### src/hdl/satlb_pkg.sv
// shared widths and default sizes for the set-associative tlb
`default_nettype none
package satlb_pkg;

  // fixed field widths of the request and response words
  localparam int KEY_W   = 32;
  localparam int VALUE_W = 64;
  localparam int SET_W   = 4;

  // default geometry
  localparam int LOG_ENTRIES_DEF = 6;
  localparam int LOG_WAYS_DEF    = 2;
  localparam int TAG_BITS_DEF    = 32;
  localparam int DATA_BITS_DEF   = 64;

endpackage
`default_nettype wire

### src/hdl/satlb_match.sv
// tag compare across the ways of one set row, lowest way wins
`default_nettype none
module satlb_match import satlb_pkg::*; #(
  parameter int NW        = 4,
  parameter int WW        = 2,
  parameter int TAG_BITS  = 32,
  parameter int DATA_BITS = 64
) (
  input  logic [NW-1:0][TAG_BITS+DATA_BITS-1:0] row,
  input  logic [NW-1:0]                         vld,
  input  logic [TAG_BITS-1:0]                   tag,
  output logic                                  hit,
  output logic [WW-1:0]                         way
);

  always_comb begin
    hit = 1'b0;
    way = '0;
    for (int w = NW - 1; w >= 0; w--) begin
      if (vld[w] && (row[w][DATA_BITS +: TAG_BITS] == tag)) begin
        hit = 1'b1;
        way = WW'(w);
      end
    end
  end

endmodule
`default_nettype wire

### config.mk
export PLATFORM = sky130hd
export DESIGN_NAME = satlb_match
export DESIGN_NICKNAME = d
export VERILOG_FILES = /design/src/hdl/satlb_pkg.sv /design/src/hdl/satlb_match.sv
export SDC_FILE = /design/constraint.sdc
export NUM_CORES = 1
export LEC_CHECK = 0
export ABC_AREA = 1
export ABC_CLOCK_PERIOD_IN_PS = 1700
export BUFFER_PORTS_ARGS = -buffer_cell sky130_fd_sc_hd__buf_2
export CORE_AREA = 2 2 165 167
export DETAILED_ROUTE_END_ITERATION = 8
export DIE_AREA = 0 0 167 169
export SETUP_SLACK_MARGIN = 0.02
export SYNTH_ARGS = -nofsm -noshare
export SYNTH_HDL_FRONTEND = slang
export SYNTH_SLANG_ARGS = --single-unit
### constraint.sdc
create_clock -name vclk -period 1.7
set_input_delay 0.34 -clock vclk [all_inputs]
set_output_delay 0.34 -clock vclk [all_outputs]
set_load 0.05 [all_outputs]
==> impl_metrics.yaml <==
status:
  status: "finished with violations"
  violations: "negative setup slack"
global_route:
  antenna_found_initial: 7
  globalRouteTotalUtil: 0.108
  overflow: 0
  first_global_vias: 3365
  grt_max_degree: 8
  grt_pass1_wl_mm: 22.1
finish:
  seq_cells: 0
  clock_buffers: 0
  drive_above_1_share: 0.487
  num-fill-cells: 3134
  nets: 1102
  area_growth_pct: 106
  regArea_sq_um: 0
sta:
  final_max_slew_viol_count: 0
  rsz0062_at_grt: "yes"
  hold_viol_final: 0
  tightest_slew_ps: 260
  clock.fmax_ghz: 0.490
  layout_min_cycle_time_ps: 2040
  setup_ws_ps: -339
  slew_headroom: 0.826
  finalCritPeriodShare: 1.20
  setup_viol: 3
  tns_ps: -948
worst_setup_path:
  critical_path_class: "in2out"
  required_ps: 1360
  cp-start-kind: "input port"
  critPathCaptureType: "output pin"
  cp.arrival_ps: 1700
  crit_fanout: 5
run:
  maxCapViolCount: 0
place:
  io_buffers: 167
  place_hpwl_mm: 15.0
  place_congestion: 0.880
  pre_cts_ws_ps: -547
floorplanning:
  die_y_um: 169
  num_rows: 60
  start_util: 0.0785
  die_x_um: 167
  core_sq_um: 26500
  die-area_sq_um: 28200
  pin_count: 423
worst_hold_path:
  holdPathStages: 7
  hold_class: "in2out"
yosys:
  yosysUniqueCellTypes: 27
  syn_area_per_cell_sq_um: 4.62
  syn_area_sq_um: 2080
  postSynthNetCount: 870
  yosys_warnings: 0
  syn_inst: 450
  yosysSeqAreaShare: 0
power_and_ir_drop:
  ir_drop_v: 0.0000964
  leakagePower_nw: 2.21
  power_density_nw_per_um2: 228
cts:
  postCtsHoldBufs: 0
routing:
  antenna_left: 0
  first_pass_iters: 4
  drt-wirelength-per-cell_um: 15.7
  drt_iter0_markers: 177
  drc: 0
  viasPerCell: 3.40
  drt-total-wl_mm: 16.3
  num_vias: 3513
-- power breakdown --
part            total [mW]  internal [mW]  switching [mW]  leakage, nW
clock network  0.000000948    0.000000948               0    0.0000761
logic                0.977          0.475           0.502         2.21
registers                0              0               0            0
total                0.977          0.475           0.502         2.21
-- cell usage after synthesis, drive strengths merged --
library cell	instances	area, sq um
xnor2	31	272
o21a	1	7.51
nor3	4	20.0
o211ai	1	7.51
o21bai	1	7.51
o21ai	46	238
clkinv	2	7.51
inv	74	278
nand4	1	6.26
o22ai	4	25.0
nand3	16	80.1
nand2	180	691
a21boi	2	15.0
or2	6	37.5
a21oi	3	18.8
buf	1	5.00
xor2	8	70.1
nor2	69	294
-- worst max-delay path, stage by stage --
cell	delay [ps]
buf_8	110
buf_6	110
xnor2_2	140
nand2_1	80
nor3_2	170
nand2_1	130
nor2_2	140
inv_1	50
nor2_2	110
buf_4	120
a21oi_4	30
buf_12	150
-- metrics by stage --
step | power (mW) | area (sq um) | hold slack (ps) | std cells | util
3_5_place_dp | 0.892 | 3930 | 1340 | 1018 | 0.148
6_report | 0.977 | 4290 | 1310 | 1033 | 0.162
4_1_cts | 0.934 | 4060 | 1350 | 1019 | 0.153
3_3_place_gp | 0.887 | 3930 | 1330 | 1018 | 0.148
2_1_floorplan | 0.366 | 2150 | 1030 | 450 | -
5_1_grt | 1.08 | 4260 | 1360 | 1023 | 0.161
-- cells in the final DEF, fill, tap and decap left out, types with 2 or more instances in the layout --
| master | Yosys | layout |
|---|---|---|
| nand2_1 | 178 | 163 |
| buf_2 | 1 | 148 |
| buf_4 | 0 | 62 |
| inv_1 | 46 | 45 |
| nor2_1 | 59 | 41 |
| o21ai_1 | 24 | 28 |
| xnor2_1 | 31 | 23 |
| inv_2 | 28 | 21 |
| nor2_2 | 8 | 21 |
| o21ai_0 | 20 | 14 |
| nand2_2 | 0 | 14 |
| buf_6 | 0 | 13 |
| diode_2 | 0 | 12 |
| nand3_1 | 16 | 11 |
| inv_4 | 0 | 9 |
| xor2_1 | 8 | 8 |
| xnor2_2 | 0 | 8 |
| nor2_4 | 2 | 7 |
| buf_12 | 0 | 6 |
| nand3_2 | 0 | 5 |
| o22ai_1 | 4 | 4 |
| or2_1 | 4 | 4 |
| nor3_2 | 0 | 4 |
| o21ai_2 | 2 | 4 |
| nand2_4 | 2 | 3 |
| a21boi_1 | 2 | 2 |
| a21oi_2 | 1 | 2 |
-- path summary, 6_finish.rpt --
kind	startpoint	end	slack, ps
hold / removal	row[161]	way[0]	1310
setup / recovery	tag[18]	way[0]	-340
-- what timing repair did --
item                                   4_1_cts  5_1_grt
endpoints found under the hold margin        0        0
gates resized for setup                     37       58
gates cloned                                 0        0
pin swaps                                   23       48
setup buffers                                1        2
setup endpoints to repair                    3        3
-- cells by family (layout without fill, tap and decap cells) --
logic type,Yosys count,after routing,synth area share
and+or+nand+nor,276,276,0.543
buffers and inverters,77,307,0.140
AOI/OAI and AO/OA,58,58,0.153
xor gates and xnor gates,39,39,0.164
other,0,12,0
-- layer usage --
metal	wire length [um]	global-route usage	vias to the layer above
met4	233	0.0131	4
met3	1240	0.0250	12
met1	7810	0.153	1506
met5	22	0	-
met2	6940	0.170	142
li1	-	-	1849
-- final cells by class --
type / count / area (sq um) / area share
well taps: 341 / 427 / 0.0995
inverters: 76 / 308 / 0.0718
repair buffers: 231 / 1500 / 0.349
multi-input cells: 373 / 2030 / 0.473
diodes: 12 / 30.0 / 0.00700
Note: power is estimated with default switching activity, not from simulation.
